[src/rtl/core/mlfp_pkg.sv]
// Package for the length-prefixed frame parser: result and config structs,
// codes and header constants. Depends on nothing.
`default_nettype none
package mlfp_pkg;

	// Width of the length field that the design accepts (8..32).
	localparam int LENGTH_BITS = 32;

	// Header layout: marker bytes, then id bytes, then length bytes.
	localparam int MARKER_BYTES = 4;
	localparam int ID_BYTES     = 2;
	localparam int HDR_BYTES    = MARKER_BYTES + ID_BYTES + 4;
	localparam int HC_W         = 4;

	localparam logic [HC_W-1:0] HC_ID_LO  = HC_W'(MARKER_BYTES);
	localparam logic [HC_W-1:0] HC_ID_HI  = HC_W'(MARKER_BYTES + 1);
	localparam logic [HC_W-1:0] HC_LEN_B0 = HC_W'(MARKER_BYTES + ID_BYTES);
	localparam logic [HC_W-1:0] HC_LEN_B1 = HC_W'(MARKER_BYTES + ID_BYTES + 1);
	localparam logic [HC_W-1:0] HC_LEN_B2 = HC_W'(MARKER_BYTES + ID_BYTES + 2);
	localparam logic [HC_W-1:0] HC_LAST   = HC_W'(HDR_BYTES - 1);

	// Upper bound that the length field width itself puts on a length.
	localparam logic [31:0] LEN_CAP = (LENGTH_BITS >= 31) ? 32'h7FFF_FFFF :
		32'((64'd1 << LENGTH_BITS) - 64'd1);

	// Register reset values.
	localparam logic [31:0] MARKER_RESET = 32'h4642_4542;
	localparam logic [30:0] MAXLEN_RESET = 31'd65536;

	// Register indexes, taken from paddr[2].
	localparam logic REG_IDX_MARKER = 1'b0;
	localparam logic REG_IDX_MAXLEN = 1'b1;

	// Operation carried in s_tuser.
	localparam logic OP_BYTE          = 1'b0;
	localparam logic OP_SESSION_RESET = 1'b1;

	typedef enum logic [1:0] {
		KIND_PAYLOAD    = 2'd0,
		KIND_BAD_MARKER = 2'd1,
		KIND_BAD_LENGTH = 2'd2,
		KIND_REFUSED    = 2'd3
	} kind_t;

	typedef enum logic [2:0] {
		PH_HEADER  = 3'b001,
		PH_PAYLOAD = 3'b010,
		PH_AWAIT   = 3'b100
	} phase_t;

	// One result word as it travels from the front through the queue.
	typedef struct packed {
		kind_t       kind;
		logic [7:0]  payload_byte;
		logic [15:0] event_id;
		logic        last;
	} res_t;

	// Configuration seen by the front part.
	typedef struct packed {
		logic [31:0] frame_marker;
		logic [30:0] max_payload_len;
	} cfg_t;

	// Queue status toward the front and the top level.
	typedef struct packed {
		logic full;
		logic not_empty;
	} q_status_t;

endpackage
`default_nettype wire

[src/rtl/core/mlfp_front.sv]
// Front part of the frame parser: accepts bytes, tracks header, payload and
// await phases and classifies each byte into a result word. Uses mlfp_pkg.
`default_nettype none
module mlfp_front (
	input  wire logic            clk,
	input  wire logic            arst_n,
	input  wire mlfp_pkg::cfg_t  cfg,
	input  wire logic            accept,
	input  wire logic            operation,
	input  wire logic [7:0]      stream_byte,
	output mlfp_pkg::res_t       res,
	output logic                 push
);

	mlfp_pkg::phase_t             phase_q;
	logic [mlfp_pkg::HC_W-1:0]    header_count_q;
	logic [31:0]                  marker_shift_q;
	logic [15:0]                  event_id_q;
	logic [31:0]                  payload_length_q;
	logic [31:0]                  payload_count_q;

	logic [31:0] count_inc;
	logic        fin;
	logic [31:0] len_full;
	logic        marker_bad;
	logic        length_bad;

	// Payload bookkeeping: the count after this byte and the final-byte test.
	assign count_inc = payload_count_q + 32'd1;
	assign fin       = (count_inc >= payload_length_q);

	// Header checks on the tenth byte, which carries the top length byte.
	assign len_full   = {stream_byte, payload_length_q[23:0]};
	assign marker_bad = (marker_shift_q != cfg.frame_marker);
	assign length_bad = len_full[31] || (len_full == 32'd0) ||
		(len_full > {1'b0, cfg.max_payload_len}) || (len_full > mlfp_pkg::LEN_CAP);

	// Result word for the accepted byte.
	always_comb begin
		push             = 1'b0;
		res.kind         = mlfp_pkg::KIND_PAYLOAD;
		res.payload_byte = 8'd0;
		res.event_id     = event_id_q;
		res.last         = 1'b0;
		if (accept && operation == mlfp_pkg::OP_BYTE) begin
			unique case (phase_q)
				mlfp_pkg::PH_AWAIT: begin
					push     = 1'b1;
					res.kind = mlfp_pkg::KIND_REFUSED;
				end
				mlfp_pkg::PH_PAYLOAD: begin
					push             = 1'b1;
					res.payload_byte = stream_byte;
					res.last         = fin;
				end
				default: begin
					if (header_count_q == mlfp_pkg::HC_LAST) begin
						if (marker_bad) begin
							push     = 1'b1;
							res.kind = mlfp_pkg::KIND_BAD_MARKER;
						end else if (length_bad) begin
							push     = 1'b1;
							res.kind = mlfp_pkg::KIND_BAD_LENGTH;
						end
					end
				end
			endcase
		end
	end

	// Parser state.
	always_ff @(posedge clk or negedge arst_n) begin
		if (!arst_n) begin
			phase_q          <= mlfp_pkg::PH_HEADER;
			header_count_q   <= '0;
			marker_shift_q   <= '0;
			event_id_q       <= '0;
			payload_length_q <= '0;
			payload_count_q  <= '0;
		end else if (accept) begin
			if (operation == mlfp_pkg::OP_SESSION_RESET) begin
				// A session reset keeps the event id.
				phase_q          <= mlfp_pkg::PH_HEADER;
				header_count_q   <= '0;
				marker_shift_q   <= '0;
				payload_length_q <= '0;
				payload_count_q  <= '0;
			end else begin
				unique case (phase_q)
					mlfp_pkg::PH_AWAIT: begin
					end
					mlfp_pkg::PH_PAYLOAD: begin
						if (fin) begin
							phase_q         <= mlfp_pkg::PH_AWAIT;
							payload_count_q <= '0;
						end else begin
							payload_count_q <= count_inc;
						end
					end
					default: begin
						if (header_count_q == mlfp_pkg::HC_LAST) begin
							// Tenth byte: restart on a bad header, else enter the payload.
							header_count_q  <= '0;
							payload_count_q <= '0;
							if (marker_bad || length_bad) begin
								phase_q          <= mlfp_pkg::PH_HEADER;
								marker_shift_q   <= '0;
								payload_length_q <= '0;
							end else begin
								phase_q                 <= mlfp_pkg::PH_PAYLOAD;
								payload_length_q[31:24] <= stream_byte;
							end
						end else begin
							header_count_q <= header_count_q + 1'b1;
							case (header_count_q) inside
								[4'd0:4'd3]: begin
									marker_shift_q <= {marker_shift_q[23:0], stream_byte};
								end
								mlfp_pkg::HC_ID_LO: begin
									event_id_q <= {8'd0, stream_byte};
								end
								mlfp_pkg::HC_ID_HI: begin
									event_id_q[15:8] <= stream_byte;
								end
								mlfp_pkg::HC_LEN_B0: begin
									payload_length_q <= {24'd0, stream_byte};
								end
								mlfp_pkg::HC_LEN_B1: begin
									payload_length_q[15:8] <= stream_byte;
								end
								mlfp_pkg::HC_LEN_B2: begin
									payload_length_q[23:16] <= stream_byte;
								end
								default: begin
								end
							endcase
						end
					end
				endcase
			end
		end
	end

endmodule
`default_nettype wire

[src/rtl/core/mlfp_queue.sv]
// Two-entry queue of result words between the front and back parts.
// Uses mlfp_pkg for the result word and status types.
`default_nettype none
module mlfp_queue (
	input  wire logic                clk,
	input  wire logic                arst_n,
	input  wire logic                push,
	input  wire mlfp_pkg::res_t      wr_data,
	input  wire logic                pop,
	output mlfp_pkg::res_t           rd_data,
	output mlfp_pkg::q_status_t      status
);

	mlfp_pkg::res_t slot_q [2];
	logic           wr_ptr_q;
	logic           rd_ptr_q;
	logic [1:0]     count_q;

	assign rd_data          = slot_q[rd_ptr_q];
	assign status.full      = (count_q == 2'd2);
	assign status.not_empty = (count_q != 2'd0);

	// Entry storage needs no reset.
	always_ff @(posedge clk) begin
		if (push) begin
			slot_q[wr_ptr_q] <= wr_data;
		end
	end

	// Pointers and fill count.
	always_ff @(posedge clk or negedge arst_n) begin
		if (!arst_n) begin
			wr_ptr_q <= 1'b0;
			rd_ptr_q <= 1'b0;
			count_q  <= 2'd0;
		end else begin
			if (push) begin
				wr_ptr_q <= ~wr_ptr_q;
			end
			if (pop) begin
				rd_ptr_q <= ~rd_ptr_q;
			end
			case ({push, pop})
				2'b10:   count_q <= count_q + 2'd1;
				2'b01:   count_q <= count_q - 2'd1;
				default: count_q <= count_q;
			endcase
		end
	end

endmodule
`default_nettype wire

[src/rtl/core/mlfp_back.sv]
// Back part of the frame parser: output register that drives the result
// stream from the queue. Uses mlfp_pkg for the result word.
`default_nettype none
module mlfp_back (
	input  wire logic            clk,
	input  wire logic            arst_n,
	input  wire logic            q_valid,
	input  wire mlfp_pkg::res_t  q_data,
	output logic                 pop,
	output logic                 m_tvalid,
	input  wire logic            m_tready,
	output logic [23:0]          m_tdata,
	output logic [1:0]           m_tuser,
	output logic                 m_tlast
);

	logic           valid_q;
	mlfp_pkg::res_t res_q;

	// Load the next word whenever the register is empty or being emptied.
	assign pop = q_valid && (!valid_q || m_tready);

	always_ff @(posedge clk or negedge arst_n) begin
		if (!arst_n) begin
			valid_q <= 1'b0;
		end else if (pop) begin
			valid_q <= 1'b1;
		end else if (m_tready) begin
			valid_q <= 1'b0;
		end
	end

	always_ff @(posedge clk) begin
		if (pop) begin
			res_q <= q_data;
		end
	end

	// Pack the result word onto the stream.
	assign m_tvalid = valid_q;
	assign m_tdata  = {res_q.event_id, res_q.payload_byte};
	assign m_tuser  = res_q.kind;
	assign m_tlast  = res_q.last;

endmodule
`default_nettype wire

[src/rtl/core/magic_length_frame_parser_core.sv]
// Top level of the length-prefixed frame parser: configuration registers,
// front, queue and back parts. Uses mlfp_pkg, mlfp_front, mlfp_queue, mlfp_back.
//
//   channel  direction  fields (lowest bit first)
//   s_*      in         tdata: stream_byte[7:0]; tuser: operation
//   m_*      out        tdata: payload_byte[7:0], event_id[23:8]; tuser: kind;
//                       tlast: last
//   apb      in         0x0 frame_marker, 0x4 max_payload_len (paddr[2] selects)
//
// One byte is accepted every cycle while s_tready is high; its result, if any,
// passes through the queue slot and then the output register before it leaves.
// Reset is asynchronous and active low; control and configuration registers return to their defaults.
// s_tready drops only when the two-word queue is full while the output stalls.
`default_nettype none
module magic_length_frame_parser_core (
	input  wire logic        clk,
	input  wire logic        arst_n,
	// Input stream. tdata: stream_byte. tuser: operation.
	input  wire logic        s_tvalid,
	output logic             s_tready,
	input  wire logic [7:0]  s_tdata,
	input  wire logic        s_tuser,
	// Result stream. tdata: payload_byte[7:0], event_id[23:8]. tuser: kind.
	output logic             m_tvalid,
	input  wire logic        m_tready,
	output logic [23:0]      m_tdata,
	output logic [1:0]       m_tuser,
	output logic             m_tlast,
	// Configuration port.
	input  wire logic        psel,
	input  wire logic        penable,
	input  wire logic        pwrite,
	input  wire logic [2:0]  paddr,
	input  wire logic [31:0] pwdata,
	output logic [31:0]      prdata,
	output logic             pready
);

	mlfp_pkg::cfg_t      cfg_q;
	mlfp_pkg::res_t      f_res;
	mlfp_pkg::res_t      q_res;
	mlfp_pkg::q_status_t q_stat;
	logic                f_push;
	logic                q_pop;
	logic                s_accept;
	logic                cfg_wr;

	// Configuration registers.
	assign pready = 1'b1;
	assign cfg_wr = psel && penable && pwrite && pready;

	always_ff @(posedge clk or negedge arst_n) begin
		if (!arst_n) begin
			cfg_q.frame_marker    <= mlfp_pkg::MARKER_RESET;
			cfg_q.max_payload_len <= mlfp_pkg::MAXLEN_RESET;
		end else if (cfg_wr) begin
			unique case (paddr[2])
				mlfp_pkg::REG_IDX_MARKER: cfg_q.frame_marker    <= pwdata;
				mlfp_pkg::REG_IDX_MAXLEN: cfg_q.max_payload_len <= pwdata[30:0];
				default: ;
			endcase
		end
	end

	always_comb begin
		unique case (paddr[2])
			mlfp_pkg::REG_IDX_MARKER: prdata = cfg_q.frame_marker;
			mlfp_pkg::REG_IDX_MAXLEN: prdata = {1'b0, cfg_q.max_payload_len};
			default:                  prdata = 32'd0;
		endcase
	end

	// Input handshake: a byte is taken whenever the queue has room.
	assign s_tready = !q_stat.full;
	assign s_accept = s_tvalid && s_tready;

	mlfp_front u_front (
		.clk         (clk),
		.arst_n      (arst_n),
		.cfg         (cfg_q),
		.accept      (s_accept),
		.operation   (s_tuser),
		.stream_byte (s_tdata),
		.res         (f_res),
		.push        (f_push)
	);

	mlfp_queue u_queue (
		.clk     (clk),
		.arst_n  (arst_n),
		.push    (f_push),
		.wr_data (f_res),
		.pop     (q_pop),
		.rd_data (q_res),
		.status  (q_stat)
	);

	mlfp_back u_back (
		.clk      (clk),
		.arst_n   (arst_n),
		.q_valid  (q_stat.not_empty),
		.q_data   (q_res),
		.pop      (q_pop),
		.m_tvalid (m_tvalid),
		.m_tready (m_tready),
		.m_tdata  (m_tdata),
		.m_tuser  (m_tuser),
		.m_tlast  (m_tlast)
	);

	// Only payload words may mark the end of a frame.
	a_last_is_payload: assert property (@(posedge clk) disable iff (!arst_n)
		(m_tvalid && m_tlast) |-> (m_tuser == mlfp_pkg::KIND_PAYLOAD))
		else $error("tlast on a non-payload result");

	// Error and refused words carry a zero payload byte.
	a_err_zero_byte: assert property (@(posedge clk) disable iff (!arst_n)
		(m_tvalid && (m_tuser != mlfp_pkg::KIND_PAYLOAD)) |-> (m_tdata[7:0] == 8'd0))
		else $error("non-payload result with nonzero byte");

	// The back part never pops an empty queue.
	a_pop_nonempty: assert property (@(posedge clk) disable iff (!arst_n)
		q_pop |-> q_stat.not_empty)
		else $error("pop from empty queue");

	// The front part never pushes into a full queue.
	a_push_room: assert property (@(posedge clk) disable iff (!arst_n)
		f_push |-> !q_stat.full)
		else $error("push into full queue");

endmodule
`default_nettype wire
[config.mk]
export PLATFORM = sky130hd
export DESIGN_NAME = magic_length_frame_parser_core
export DESIGN_NICKNAME = d
export VERILOG_FILES = /design/src/rtl/core/mlfp_pkg.sv /design/src/rtl/core/mlfp_front.sv /design/src/rtl/core/mlfp_queue.sv /design/src/rtl/core/mlfp_back.sv /design/src/rtl/core/magic_length_frame_parser_core.sv
export SDC_FILE = /design/constraint.sdc
export NUM_CORES = 1
export LEC_CHECK = 0
export BUFFER_PORTS_ARGS = -buffer_cell sky130_fd_sc_hd__buf_2
export CAP_MARGIN = 15
export CORE_ASPECT_RATIO = 1.4
export CORE_MARGIN = 5
export CORE_UTILIZATION = 25
export CTS_CLUSTER_DIAMETER = 150
export CTS_CLUSTER_SIZE = 28
export DETAILED_ROUTE_END_ITERATION = 10
export MAX_ROUTING_LAYER = met4
export PLACE_DENSITY = 0.46
export SLEW_MARGIN = 20
export SYNTH_ARGS = -nofsm -noshare
export SYNTH_HDL_FRONTEND = slang
export SYNTH_SLANG_ARGS = --single-unit
[constraint.sdc]
create_clock -name clk -period 7.3 [get_ports clk]
set_input_delay 0.73 -clock clk [delete_from_list [all_inputs] [get_ports clk]]
set_output_delay 0.73 -clock clk [all_outputs]
set_load 0.01 [all_outputs]
==> impl_metrics.tcl <==
set metrics [dict create \
    gp_congestion 0.790 \
    drtIter0Drc 435 \
    rows 100 \
    drv_cap 0 \
    finalSetupViolations 0 \
    drive_above_1_share_pct 25.1 \
    viasPerCell 4.62 \
    status "finished, final reports clean" \
    critPathLaunchType "flop" \
    fin_crit_sh_pct 60.8 \
    ys.flop_type "dfrtp_1" \
    crit_start "u_front.payload_count_q[0]" \
    routed-wl-met3_um 986 \
    cts.clk_slew.worst_paths_ns 0.12 \
    cp_max_fo 15 \
    cts_tree "done" \
    port_buffers 109 \
    wl_per_cell_um 18.5 \
    clock_latency_ns 0.51 \
    slew_violations 0 \
    syn_to_final_growth_pct 12.9 \
    synthSimpleGateAreaFrac_pct 10.6 \
    synth_nets 1244 \
    netlist_top_cells_count "175 x dfrtp_1, 130 x mux2_2, 81 x edfxtp_1" \
    first_pass_iters 5 \
    fin_nets 1333 \
    fin_skew_ns 0.0292 \
    rsz0062_at_grt "false" \
    postCtsHoldBufs 0 \
    cts_sinks 268 \
    antenna_found_initial 0 \
    maxUsedRoutingLayer "met4" \
    fmax_mhz 225 \
    dieHeight_um 284 \
    grtUsageTotal_pct 12.5 \
    diodes 0 \
    async_flop_share_pct 69.8 \
    clk_path_buf_depth 3 \
    synthCells 1128 \
    synth_top_area_share_pct 32.7 \
    ys_seq_elements 268 \
    p_per_area_nw_per_um2 272 \
    cts_setup_buffers 0 \
    io_pins 113 \
    core_um2 53200 \
    ys_top_cells_by_area "dfrtp_1 33%, edfxtp_1 18%, mux2_2 11%, ha_1 6.1%, a22o_1 4.1%" \
    dr_total_vias 8952 \
    die_area_um2 58400 \
    required_ns 7.75 \
    synth_top_family_by_area "multiplexers" \
    yosysMostFrequentCell "dfrtp_1" \
    dr_wl_met2_um 18400 \
    hold_violations 0 \
    worstSetupPathType "flop to flop" \
    r2r_start "u_front.payload_count_q[0]" \
    drc 0 \
    slew_headroom_pct 35.7 \
    htreeDepth 1 \
    ir_worst_vdd_v 0.000153 \
    met1_length_um 15500 \
    hp-class "input port to async pin" \
    p_leak_nw 6.43 \
    hpwl_um 25200 \
    grt_max_degree 88 \
    synth.largest_area_cell "dfrtp_1" \
    synth_cell_types 64 \
    synth_area_um2 13400 \
    grt_pass1_wl_um 56400 \
    die_w_um 206 \
    wirelength_um 35800 \
    synth_warnings 0 \
    synth_compound_area_share_pct 10.8 \
    post_cts_resized 0 \
    worst_slew_pin_slew_ns 0.963 \
    dp_cells 1916 \
    crit_path_end_kind "flop" \
    ant_nets 0 \
    gr-total-overflow 0 \
    ys_seq_area_share_pct 53.2 \
    synth_edf_count 81 \
    min_period_ns 4.44 \
    layout.cells.non_filler 1937 \
    tns_ns 0 \
    syn_area_per_cell_um2 11.9 \
    first_global_vias 9394 \
    numCtsBuffers 13 \
    synth_xor_area_share_pct 4.45 \
    yosys.area_share.adder_pct 6.07 \
    cts_root_buf "clkbuf_16" \
    synthMuxAreaShare_pct 11.1 \
    initial_core_util_pct 25.2 \
    crit_arrival_ns 4.90 \
]
-- power by group --
group,internal [W],switching [W],total [W]
Combinational,0.000498,0.000665,0.00116
Clock,0.000344,0.000501,0.000845
Sequential,0.00186,0.000256,0.00211
Total,0.00270,0.00142,0.00412
-- cell families (layout without fill, tap and decap cells) --
logic type | count (synthesis) | in the layout
XOR/XNOR | 68 | 68
adder cells (fa/ha/maj) | 65 | 65
multiplexers | 132 | 132
buffers and inverters | 122 | 217
AO/OA/AOI/OAI | 198 | 198
AND/OR/NAND/NOR | 274 | 274
other | 1 | 1
flip-flops | 268 | 268
-- state kept, by name, indices dropped and copies added, names as in the netlist --
name,cells
cfg_q,63
u_back.m_tdata,24
u_back.m_tlast,1
u_back.m_tuser,2
u_back.m_tvalid,1
u_front.event_id_q,16
u_front.header_count_q,4
u_front.marker_shift_q,32
u_front.payload_count_q,32
u_front.payload_length_q,32
u_front.phase_q,3
u_queue.count_q,2
u_queue.rd_ptr_q,1
u_queue.slot_q,54
u_queue.wr_ptr_q,1
-- final cells by class --
cell class | count | area, µm²
clock buffer | 20 | 352
clock inverter | 1 | 16.3
fill | 5566 | 38000
inverter | 75 | 282
multi-input combinational | 738 | 5810
sequential | 268 | 7130
tap | 714 | 893
timing repair buffer | 121 | 644
-- path summary, 6_finish.rpt --
path / endpoint / slack (ns) / cells after the start
worst max-delay path: u_front.payload_count_q[0] / 2.86 / 13
worst min-delay path: u_front.payload_count_q[27] / 0.28 / 1
worst max register to register: u_front.payload_count_q[0] / 2.86 / 13
worst min register to register: u_queue.slot_q[1][12] / 0.48 / 0
max in group asynchronous: u_front.marker_shift_q[12] / 5.66 / 2
min in group clk: u_back.m_tvalid / 0.43 / 2
-- worst max-delay path: stages (launching register included) --
cell	delay (ns)
dfrtp_1	0.45
ha_1	0.23
and3_1	0.22
nand3_2	0.23
nor3_1	0.35
and4_1	0.30
xor2_1	0.20
ha_1	0.28
and4_1	0.24
a221o_1	0.38
a2111oi_4	0.40
o211ai_2	0.15
nor2_2	0.65
mux2_2	0.29
-- metrics by stage --
step	util (%)	total power (W)	setup WS [ns]	instance area, µm²	hold WS [ns]
final	28.4	0.00412	2.86	15100	0.280
after global routing	28.4	0.00438	2.59	15100	0.345
after CTS	28.4	0.00419	2.81	15100	0.319
after detailed placement	27.7	0.00333	2.86	14800	0.458
after global placement	27.7	0.00331	2.89	14700	0.446
after floorplan	-	0.00286	3.55	13400	0.434
-- routing by layer --
layer | track usage (%) | vias up
met5 | - | -
met4 | 3.15 | 0
met3 | 1.15 | 36
met2 | 21.9 | 160
met1 | 15.5 | 4518
li1 | - | 4238
-- placed cells by master (no fill, tap or decap), types with 21 or more instances in the layout --
cell      instances
nor2_1           53
xor2_1           45
dfrtp_1         175
mux2_2          130
buf_2           108
a22o_1           62
o21ai_0          43
xnor2_1          23
nor4_1           21
inv_1            74
ha_1             65
a21oi_1          35
nand2_1          76
edfxtp_1         81
nand3_1          29
nand4_1          25
No activity file was read; power rests on OpenSTA's default activity.
